[config.mk]
export PLATFORM = sky130hd
export DESIGN_NAME = object_header_parser
export DESIGN_NICKNAME = d
export VERILOG_FILES = /design/src/ohp_pkg.sv /design/src/ohp_decode.sv /design/src/object_header_parser.sv
export SDC_FILE = /design/constraint.sdc
export NUM_CORES = 1
export LEC_CHECK = 0
export ABC_AREA = 1
export CORE_MARGIN = 8
export CORE_UTILIZATION = 40
export CTS_CLUSTER_SIZE = 25
export DETAILED_ROUTE_END_ITERATION = 6
export DONT_BUFFER_PORTS = 1
export PLACE_DENSITY_LB_ADDON = 0.05
export SLEW_MARGIN = 20
export SYNTH_ARGS = -nofsm -noshare
export SYNTH_HDL_FRONTEND = slang
export SYNTH_SLANG_ARGS = --single-unit
export TNS_END_PERCENT = 30
[constraint.sdc]
create_clock -name clk_i -period 6.4 [get_ports clk_i]
set_input_delay 0.32 -clock clk_i [delete_from_list [all_inputs] [get_ports clk_i]]
set_output_delay 0.32 -clock clk_i [all_outputs]
set_load 0.01 [all_outputs]
[src/ohp_pkg.sv]
// Shared types, range code constants and the range length lookup
// for the object header parser. No dependencies.
package ohp_pkg;

  // Range codes with start/stop indices run from zero up to this code.
  localparam logic [3:0] RangeStartStopLast = 4'd2;
  // Reserved range codes: this single code, and everything from the next one up.
  localparam logic [3:0] RangeReservedA     = 4'd10;
  localparam logic [3:0] RangeReservedFrom  = 4'd12;
  localparam logic [3:0] FixedHeaderBytes   = 4'd3;

  typedef struct packed {
    logic [7:0]  group_code;
    logic [7:0]  variation_code;
    logic [3:0]  index_prefix;
    logic [3:0]  qual_range;
    logic [31:0] range_first;
    logic [31:0] range_last;
    logic [32:0] point_count;
    logic [3:0]  header_length;
    logic        bad_range_code;
  } ohp_result_t;

  // Number of range bytes that follow the qualifier for a given range code.
  function automatic logic [3:0] ohp_range_len(input logic [3:0] code);
    logic [3:0] len;
    unique case (code)
      4'd0:    len = 4'd2;
      4'd1:    len = 4'd4;
      4'd2:    len = 4'd8;
      4'd3:    len = 4'd1;
      4'd4:    len = 4'd2;
      4'd5:    len = 4'd4;
      4'd7:    len = 4'd1;
      4'd8:    len = 4'd2;
      4'd9:    len = 4'd4;
      default: len = 4'd0;
    endcase
    return len;
  endfunction

endpackage

[src/ohp_decode.sv]
// Decodes a fully captured object header into one result transaction.
// Depends on ohp_pkg.
module ohp_decode (
  input  logic [7:0]          group_i,
  input  logic [7:0]          variation_i,
  input  logic [7:0]          qualifier_i,
  input  logic [31:0]         first_i,
  input  logic [31:0]         last_i,
  output ohp_pkg::ohp_result_t result_o
);

  logic [3:0]  code;
  logic [3:0]  len;
  logic        is_start_stop;
  logic [31:0] span;

  assign code          = qualifier_i[3:0];
  assign len           = ohp_pkg::ohp_range_len(code);
  assign is_start_stop = (code <= ohp_pkg::RangeStartStopLast);
  assign span          = last_i - first_i;

  always_comb begin
    result_o.group_code     = group_i;
    result_o.variation_code = variation_i;
    result_o.index_prefix   = qualifier_i[7:4];
    result_o.qual_range     = code;
    result_o.header_length  = ohp_pkg::FixedHeaderBytes + len;
    result_o.bad_range_code = (code == ohp_pkg::RangeReservedA) ||
                              (code >= ohp_pkg::RangeReservedFrom);
    result_o.range_first    = '0;
    result_o.range_last     = '0;
    result_o.point_count    = '0;
    if (is_start_stop) begin
      result_o.range_first = first_i;
      result_o.range_last  = last_i;
      result_o.point_count = {1'b0, span} + 33'd1;
    end else if (len != 4'd0) begin
      result_o.point_count = {1'b0, first_i};
    end
  end

endmodule

[src/object_header_parser.sv]
// Object header parser: one header byte per cycle unless stalled, one result per header.
// The result is registered and appears on the output in the cycle after the header's last byte.
// Throughput: one byte accepted every cycle; input stalls only while a result
// waits under out_stall_i. Reset (async, active low) returns to waiting for a group byte.
// Depends on ohp_pkg and ohp_decode.
module object_header_parser (
  input  logic        clk_i,
  input  logic        rst_ni,
  input  logic        in_valid_i,
  output logic        in_stall_o,
  input  logic [7:0]  data_byte_i,
  input  logic        header_start_i,
  output logic        out_valid_o,
  input  logic        out_stall_i,
  output logic [7:0]  group_code_o,
  output logic [7:0]  variation_code_o,
  output logic [3:0]  index_prefix_o,
  output logic [3:0]  qual_range_o,
  output logic [31:0] range_first_o,
  output logic [31:0] range_last_o,
  output logic [32:0] point_count_o,
  output logic [3:0]  header_length_o,
  output logic        bad_range_code_o
);

  typedef enum logic [2:0] {
    PhGroup = 3'd0,
    PhVar   = 3'd1,
    PhQual  = 3'd2,
    PhRange = 3'd3
  } phase_e;

  phase_e      phase_q, phase_d;
  logic [3:0]  left_q, left_d;
  logic [3:0]  pos_q, pos_d;
  logic [7:0]  group_q, group_d;
  logic [7:0]  var_q, var_d;
  logic [7:0]  qual_q, qual_d;
  logic [31:0] first_q, first_d;
  logic [31:0] last_q, last_d;
  logic        out_valid_q, out_valid_d;
  logic        in_accept;
  logic        emit;
  logic [3:0]  held_code;
  logic [3:0]  half;
  logic [2:0]  pos3;
  logic [1:0]  last_sel;
  logic [31:0] byte_first;
  logic [31:0] byte_last;
  ohp_pkg::ohp_result_t result_d, result_q;

  assign in_stall_o = out_valid_q && out_stall_i;
  assign in_accept  = in_valid_i && !in_stall_o;

  assign held_code  = qual_q[3:0];
  assign half       = ohp_pkg::ohp_range_len(held_code) >> 1;
  assign pos3       = pos_q[2:0];
  assign last_sel   = pos3[1:0] - half[1:0];
  assign byte_first = {24'd0, data_byte_i} << {pos3[1:0], 3'b000};
  assign byte_last  = {24'd0, data_byte_i} << {last_sel, 3'b000};

  always_comb begin
    phase_d  = phase_q;
    left_d   = left_q;
    pos_d    = pos_q;
    group_d  = group_q;
    var_d    = var_q;
    qual_d   = qual_q;
    first_d  = first_q;
    last_d   = last_q;
    emit     = 1'b0;
    if (in_accept) begin
      if (header_start_i) begin
        // a group byte always restarts; drop any partial header
        group_d = data_byte_i;
        var_d   = '0;
        qual_d  = '0;
        first_d = '0;
        last_d  = '0;
        left_d  = '0;
        pos_d   = '0;
        phase_d = PhVar;
      end else begin
        unique case (phase_q)
          PhGroup: ; // stray byte, ignore
          PhVar: begin
            var_d   = data_byte_i;
            phase_d = PhQual;
          end
          PhQual: begin
            qual_d  = data_byte_i;
            first_d = '0;
            last_d  = '0;
            pos_d   = '0;
            if (ohp_pkg::ohp_range_len(data_byte_i[3:0]) == 4'd0) begin
              emit    = 1'b1;
              left_d  = '0;
              phase_d = PhGroup;
            end else begin
              left_d  = ohp_pkg::ohp_range_len(data_byte_i[3:0]);
              phase_d = PhRange;
            end
          end
          PhRange: begin
            if (held_code <= ohp_pkg::RangeStartStopLast && {1'b0, pos3} >= half) begin
              last_d = last_q | byte_last;
            end else begin
              first_d = first_q | byte_first;
            end
            pos_d = pos_q + 4'd1;
            if (left_q <= 4'd1) begin
              emit    = 1'b1;
              left_d  = '0;
              pos_d   = '0;
              phase_d = PhGroup;
            end else begin
              left_d = left_q - 4'd1;
            end
          end
          default: phase_d = PhGroup;
        endcase
      end
    end
    out_valid_d = emit || (out_valid_q && out_stall_i);
  end

  ohp_decode u_decode (
    .group_i     (group_d),
    .variation_i (var_d),
    .qualifier_i (qual_d),
    .first_i     (first_d),
    .last_i      (last_d),
    .result_o    (result_d)
  );

  always_ff @(posedge clk_i or negedge rst_ni) begin
    if (!rst_ni) begin
      phase_q     <= PhGroup;
      left_q      <= '0;
      pos_q       <= '0;
      group_q     <= '0;
      var_q       <= '0;
      qual_q      <= '0;
      first_q     <= '0;
      last_q      <= '0;
      out_valid_q <= 1'b0;
      result_q    <= '0;
    end else begin
      phase_q     <= phase_d;
      left_q      <= left_d;
      pos_q       <= pos_d;
      group_q     <= group_d;
      var_q       <= var_d;
      qual_q      <= qual_d;
      first_q     <= first_d;
      last_q      <= last_d;
      out_valid_q <= out_valid_d;
      // hold the result until the downstream side takes it
      if (emit) begin
        result_q <= result_d;
      end
    end
  end

  assign out_valid_o      = out_valid_q;
  assign group_code_o     = result_q.group_code;
  assign variation_code_o = result_q.variation_code;
  assign index_prefix_o   = result_q.index_prefix;
  assign qual_range_o     = result_q.qual_range;
  assign range_first_o    = result_q.range_first;
  assign range_last_o     = result_q.range_last;
  assign point_count_o    = result_q.point_count;
  assign header_length_o  = result_q.header_length;
  assign bad_range_code_o = result_q.bad_range_code;

endmodule

==> results of run 1 <==
-- flip-flops by register name (all words and copies together), names as in the netlist --
register and cells:
qual_range_o 4, var_q 8, header_length_o 4, last_q 32, qual_q 8, variation_code_o 8
pos_q 3, bad_range_code_o 1, range_first_o 32, first_q 32, out_valid_o 1, point_count_o 33
index_prefix_o 4, group_q 8, left_q 4, range_last_o 32, group_code_o 8, phase_q 2
-- cell usage in the layout (no fill, tap or decap), types with 6 or more instances in the layout --
cell type | synthesis | final
o21ai_0 | 148 | 148
nand4_1 | 20 | 20
clkinv_2 | 0 | 6
nand3_1 | 85 | 85
a22oi_1 | 7 | 7
inv_1 | 316 | 316
nor2_4 | 15 | 16
a21oi_1 | 190 | 190
nor2_1 | 132 | 131
inv_2 | 7 | 8
nand2_1 | 520 | 519
o21ai_1 | 8 | 8
a22o_1 | 30 | 30
nand2_2 | 39 | 39
buf_4 | 4 | 33
ha_1 | 44 | 43
clkbuf_16 | 0 | 27
nor3_1 | 13 | 13
nand3_2 | 10 | 10
dfrtp_1 | 224 | 224
nor2_2 | 16 | 16
-- cell families (layout without fill, tap and decap cells) --
family          after synthesis  after routing  synth area share (%)
simple gates                866            866                 27.57
flops                       224            224                 40.40
fa+ha+maj                    45             45                 4.113
buf+inv                     395            413                 11.06
xor+xnor                      7              7                0.4961
compound gates              411            411                 16.36
-- per-stage QoR --
stage,utilization [%],cell area (um2)
6_report,44.88,15430
3_3_place_gp,41.88,14390
3_5_place_dp,41.88,14390
4_1_cts,44.78,15390
2_1_floorplan,-,13870
5_1_grt,44.88,15430
-- worst paths after layout --
kind	startpoint	depth (start not counted)	slack, ps	endpoint
setup / recovery	pos_q[0]	29	670	point_count_o[29]
hold / removal	out_stall_i	2	6	out_valid_o
setup reg to reg	pos_q[0]	29	670	point_count_o[29]
hold reg to reg	group_q[3]	2	500	group_q[3]
max in group asynchronous	rst_ni	3	4980	range_first_o[17]
min in group asynchronous	rst_ni	2	350	group_code_o[1]
-- what timing repair did --
| action | 4_1_cts | 5_1_grt |
|---|---|---|
| hold buffers | 4 | 0 |
| endpoints found under the setup margin | 0 | 1 |
| endpoints found under the hold margin | 228 | 0 |
| gates resized for setup | 0 | 1 |
-- power by group --
| part | internal, mW | switching, mW |
|---|---|---|
| sequential | 1.73 | 0.378 |
| combinational | 1.24 | 2.98 |
| clock | 0.962 | 0.678 |
-- metal layers --
| metal | share of wire, % | global-route usage [%] | vias to the layer above | routed length, um |
|---|---|---|---|---|
| li1 | - | - | 6192 | - |
| met1 | 45 | 32.94 | 6135 | 22610 |
| met2 | 48 | 40.92 | 322 | 24250 |
| met3 | 5.0 | 2.850 | 59 | 2503 |
| met4 | 2.2 | 5.284 | 0 | 1096 |
| met5 | 0 | 0 | - | 0 |
-- cell type report --
cell class / count / area (um2)
inverters: 325 / 1220
fillers: 3571 / 18950
repair buffers: 38 / 332.8
well taps: 455 / 569.3
multi-input cells: 1329 / 6758
clock buffers: 34 / 752.0
flip-flops and latches: 224 / 5605
clock inverters: 16 / 190.2
==> results by group, run 1 <==
Run status
  – Status: finished, final reports clean

Layout
  – Non-Filler Instances: 2421
  – Final #Nets: 2003
  – Share of cells above drive strength 1: 9.715%
  – Ant diodes: 0
  – Area growth syn-to-layout: 11.20%

Clock network
  – CTS tree: built
  – Number of sinks on the clock net: 224
  – CTS root buf: clkbuf_16
  – H-Tree Level Count: 1
  – Post-CTS setup buffer count: 0
  – Worst-skew pair later-pin latency: 580 ps
  – Clock buffer depth: 3
  – CTS clock-pin slew for the worst setup and hold paths: 60 ps
  – Num CTS Buffers: 27

Yosys
  – Main flop type after synthesis: dfrtp_1
  – Post-synth EDFFs: 0
  – Count leader, synth: nand2_1
  – Dominant cell type by area after synthesis: dfrtp_1
  – Seq cells post-synth: 224
  – Syn Nets: 2006
  – Share of the synthesized area in the top cell type: 40.40%
  – Synth area leaders: dfrtp_1 40%, nand2_1 14%, inv_1 8.5%
  – Syn Area/Cell: 7.122 um2
  – Ys async rst share: 100.0%
  – Netlist cell types: 49
  – Register area share after synthesis: 40.40%
  – Commonest cells in the netlist: 520 x nand2_1, 316 x inv_1, 224 x dfrtp_1
  – Cells after Synth: 1948
  – Synth warn: 0
  – Mapped cell area: 13870 um2

Critical path
  – Buffers & Inverters on Critical Path: 6
  – Critical Path Source Type: flop
  – Crit Path Class: reg -> reg
  – Cell mode on critical path: nand2_1
  – Delay-heaviest family, CP: simple AND/OR/NAND/NOR gates
  – Worst Path Required: 6910 ps
  – Crit path largest cell delay: 640 ps
  – Worst-path fanout max: 18
  – CP Capture Type: flop
  – Critical Path Slowest Stage Cell: ha_1
  – CP arrival: 6240 ps

Global route
  – Total global-route track usage: 24.22%
  – First-pass GRT wire length: 77.08 mm
  – Grt ovf: 0
  – Vias in the first global route: 12.31k
  – Largest net degree at the start of global routing: 225
  – Initial antenna violation count: 0

Pwr
  – Power Dens Cells: 516.4 nW/um2
  – Power, Total: 7.967 mW
  – Worst vdd ir: 0.0003136 V
  – Leakage: 7.907 nW

STA
  – Final Hold Fails: 0
  – Slew headroom: 34.88%
  – Setup violators final: 0
  – Final worst slack: 668.7 ps
  – Setup_tns: 0 ps
  – Clock Skew: 9.815 ps
  – Hold slack: 5.645 ps
  – Worst slew pin tran: 975.8 ps
  – Slew Limit Fails: 0
  – RSZ-0062 raised after global routing: false
  – Fmax: 0.1745 GHz
  – Fin crit share: 89.55%
  – Tmin final: 5731 ps

Floorplanning
  – Die W: 202.2 um
  – Core Rows: 68
  – Initial Util: 40.36%
  – Die H: 202.2 um
  – Placeable Area: 34370 um2
  – Die ar.: 40900 um2
  – IO Count: 141

Detailed routing
  – DRC viols: 0
  – Initial DRC count: 1074
  – Via density: 5.249
  – ANT nets after route: 0
  – Vias: 12.71k
  – TritonRoute pass-1 iters: 6
  – Wire per inst: 20.84 um
  – WL final: 50.46 mm

Place
  – Place WS: 552.2 ps
  – # port buffers: 0
  – GP Congestion: 0.9294
  – DP HPWL: 38.07 mm
  – Cells after DPL: 2366

Min path
  – Class of the worst hold path: in -> reg

Job
  – Max cap viols: 0
No activity file was read; power rests on OpenSTA's default activity.
==> run 2, diff against run 1 <==
--- a/config.mk
+++ b/config.mk
@@ -12,8 +12,10 @@
 export DETAILED_ROUTE_END_ITERATION = 6
 export DONT_BUFFER_PORTS = 1
 export PLACE_DENSITY_LB_ADDON = 0.05
+export RECOVER_POWER = 25
 export SLEW_MARGIN = 20
 export SYNTH_ARGS = -nofsm -noshare
 export SYNTH_HDL_FRONTEND = slang
+export SYNTH_HIERARCHICAL = 1
 export SYNTH_SLANG_ARGS = --single-unit
 export TNS_END_PERCENT = 30
==> run 2 against run 1 <==
Net effect: the run now ends with max-capacitance violations, max-slew violations left; sequential share of layout area fell by 0.30 points; critical path depth fell by 4; die area rose by 2.5%; sequential power fell by 13%; clock power fell by 10%; largest power group unchanged; highest routed layer unchanged.
==> results by group, run 2 <==
Pwr
  – Power Dens Cells: 364.5 nW/um2
  – Leakage: 8.326 nW
  – Worst vdd ir: 0.0001964 V

Run status
  – Failing checks: max-capacitance violations, max-slew violations
  – Status: finished, violations left

Place
  – Place WS: 746.2 ps
  – DP HPWL: 39.44 mm
  – # port buffers: 0
  – GP Congestion: 0.9953

Detailed routing
  – ANT nets after route: 0
  – Wire per inst: 20.38 um
  – TritonRoute pass-1 iters: 5
  – DRC viols: 0
  – Via density: 5.205
  – Initial DRC count: 1073
  – Vias: 13.18k
  – WL final: 51.60 mm

Yosys
  – Adder-cell share of the synthesized area: 4.002%
  – Main flop type after synthesis: dfrtp_1
  – Seq cells post-synth: 224
  – Register area share after synthesis: 39.32%
  – Dominant cell type by area after synthesis: dfrtp_1
  – Ys async rst share: 100.0%
  – Synth Area in Simple Gates: 39.30%
  – Share of the synthesized area in the top cell type: 39.32%
  – Synth warn: 6
  – Mapped cell area: 14260 um2
  – Commonest cells in the netlist: 743 x nand2_1, 246 x nand3_1, 230 x inv_1
  – Syn Nets: 2134
  – Syn Area/Cell: 6.867 um2
  – Netlist cell types: 41
  – Largest family of logic cells by synthesized area: simple AND/OR/NAND/NOR gates
  – Cells after Synth: 2076
  – Synth area leaders: dfrtp_1 39%, nand2_1 20%, nand3_1 8.6%
  – Count leader, synth: nand2_1
  – Synth Area in Compound Gates: 5.845%
  – Area share of xor/xnor cells in the synthesized design: 0.9830%
  – Mux contribution to synthesized area: 0%
  – Post-synth EDFFs: 0

Layout
  – Most common cell after layout, fill and taps aside: nand2_1
  – Share of cells above drive strength 1: 9.034%
  – Final Core Density: 44.05%
  – Area growth syn-to-layout: 9.110%
  – Commonest non-fill, non-tap cells in the layout: 742 x nand2_1, 246 x nand3_1, 230 x inv_1, 224 x dfrtp_1, 157 x nor2_1
  – Final #Nets: 2109
  – Fill cell count: 3798
  – Max reg flops: 33

Clock network
  – Num CTS Buffers: 27
  – Worst-skew pair later-pin latency: 550 ps
  – CTS root buf: clkbuf_16
  – CTS clock-pin slew for the worst setup and hold paths: 60 ps
  – Post-CTS setup buffer count: 0
  – CTS tree: built
  – Clock buffer depth: 3
  – Post-CTS Hold Buffers: 10
  – Resized Gates After CTS: 0
  – H-Tree Level Count: 1
  – Number of sinks on the clock net: 224

Critical path
  – Critical Path Start: pos_q[0]
  – RR Startpoint: pos_q[0]
  – Crit Path Class: reg -> reg
  – Worst Path Required: 6870 ps
  – CP arrival: 6290 ps
  – Critical Path Source Type: flop
  – CP Capture Type: flop
  – Worst-path fanout max: 16

STA
  – Setup_tns: 0 ps
  – Clock Skew: 30.01 ps
  – Final Hold Fails: 0
  – Worst slew pin tran: 4735 ps
  – Final worst slack: 572.8 ps
  – RSZ-0062 raised after global routing: false
  – Slew Limit Fails: 85
  – Hold slack: 48.67 ps
  – Fmax: 0.1716 GHz
  – Tmin final: 5827 ps
  – Fin crit share: 91.05%
  – Setup violators final: 0
  – Slew headroom: -215.7%

Floorplanning
  – Core Rows: 69
  – Die H: 204.8 um
  – Die ar.: 41940 um2
  – Initial Util: 40.37%
  – IO Count: 141
  – Placeable Area: 35310 um2
  – Die W: 204.8 um

Global route
  – Initial antenna violation count: 1
  – Vias in the first global route: 13.13k
  – First-pass GRT wire length: 79.72 mm
  – Largest net degree at the start of global routing: 225
  – Grt ovf: 0
  – Total global-route track usage: 24.59%

Min path
  – Class of the worst hold path: in -> reg
  – Hold path start: data_byte_i[0]

Job
  – Max cap viols: 1
-- run 2: cell types whose count changed after synthesis, moves of 15 or more --
cell / delta
a22o_1: -30
nand2_1: +223
inv_1: -86
inv_2: +15
a21oi_1: -153
nand3_1: +161
nand4_1: +15
nor2_1: +25
buf_4: +25
o21ai_0: -56
-- run 2: cell type report --
class                           instances  area [um2]  share of cell area [%]
Inverter                              256       960.9                   6.178
Antenna cell                            1       2.502                 0.01609
Multi-Input combinational cell       1496        7167                   46.07
Clock buffer                           38       757.0                   4.866
Clock inverter                         10       88.84                  0.5711
Sequential cell                       224        5605                   36.04
Tap cell                              461       576.8                   3.708
Timing Repair Buffer                   46       396.6                   2.550
-- run 2: path summary, 6_finish.rpt --
path,to,slack (ps),cells past startpoint
min in group asynchronous,variation_code_o[4],2010,2
setup reg to reg,point_count_o[32],570,25
setup / recovery,point_count_o[32],570,25
hold / removal,left_q[0],50,4
max in group asynchronous,point_count_o[24],1640,2
hold reg to reg,group_q[6],500,2
-- run 2: metal layers --
layer / global-route usage, % / vias up / part of all wire [%]
li1: - / 6467 / -
met5: 0 / - / 0
met3: 3.147 / 59 / 5.5
met1: 34.14 / 6314 / 47
met4: 6.274 / 0 / 2.3
met2: 40.01 / 340 / 46
-- run 2: critical path, cell delays in order, from the launching register on --
cell and delay [ps]:
dfrtp_1 540, clkinv_1 300, ha_1 410, nand3_1 100, nand3_1 130, nand2_1 150
nand2_1 320, o21ai_0 720, ha_1 290, inv_1 140, fa_1 520, nand2_1 160
nand2_2 120, nand3_2 100, nand2_2 100, nand2_1 90, nand2_2 80, nor2_2 180
nand3_2 140, nor2_4 190, nand3_4 130, nor2_8 180, nand3_2 90, nor3_2 320
nand3_1 120, nand2_1 100
-- run 2: kinds of logic after synthesis --
family,count (synthesis)
AO/OA/AOI/OAI,154
buffers and inverters,356
XOR/XNOR,16
adder cells (fa/ha/maj),45
flip-flops,224
AND/OR/NAND/NOR,1281
-- run 2: report_power, final --
part	total, mW	switching (mW)	leakage [nW]	internal (mW)
Clock	1.47	0.610	0.417	0.864
Sequential	1.83	0.213	3.08	1.62
Combinational	2.36	1.76	4.83	0.606
-- run 2: metrics by stage --
stage | total power [mW] | instance area [um2] | instances
global route | 6.038 | 15550 | 2531
global placement | 4.141 | 14590 | 2472
CTS | 5.693 | 15550 | 2530
floorplan | 3.509 | 14260 | 2076
finish | 5.669 | 15550 | 2532
detailed placement | 4.164 | 14590 | 2472
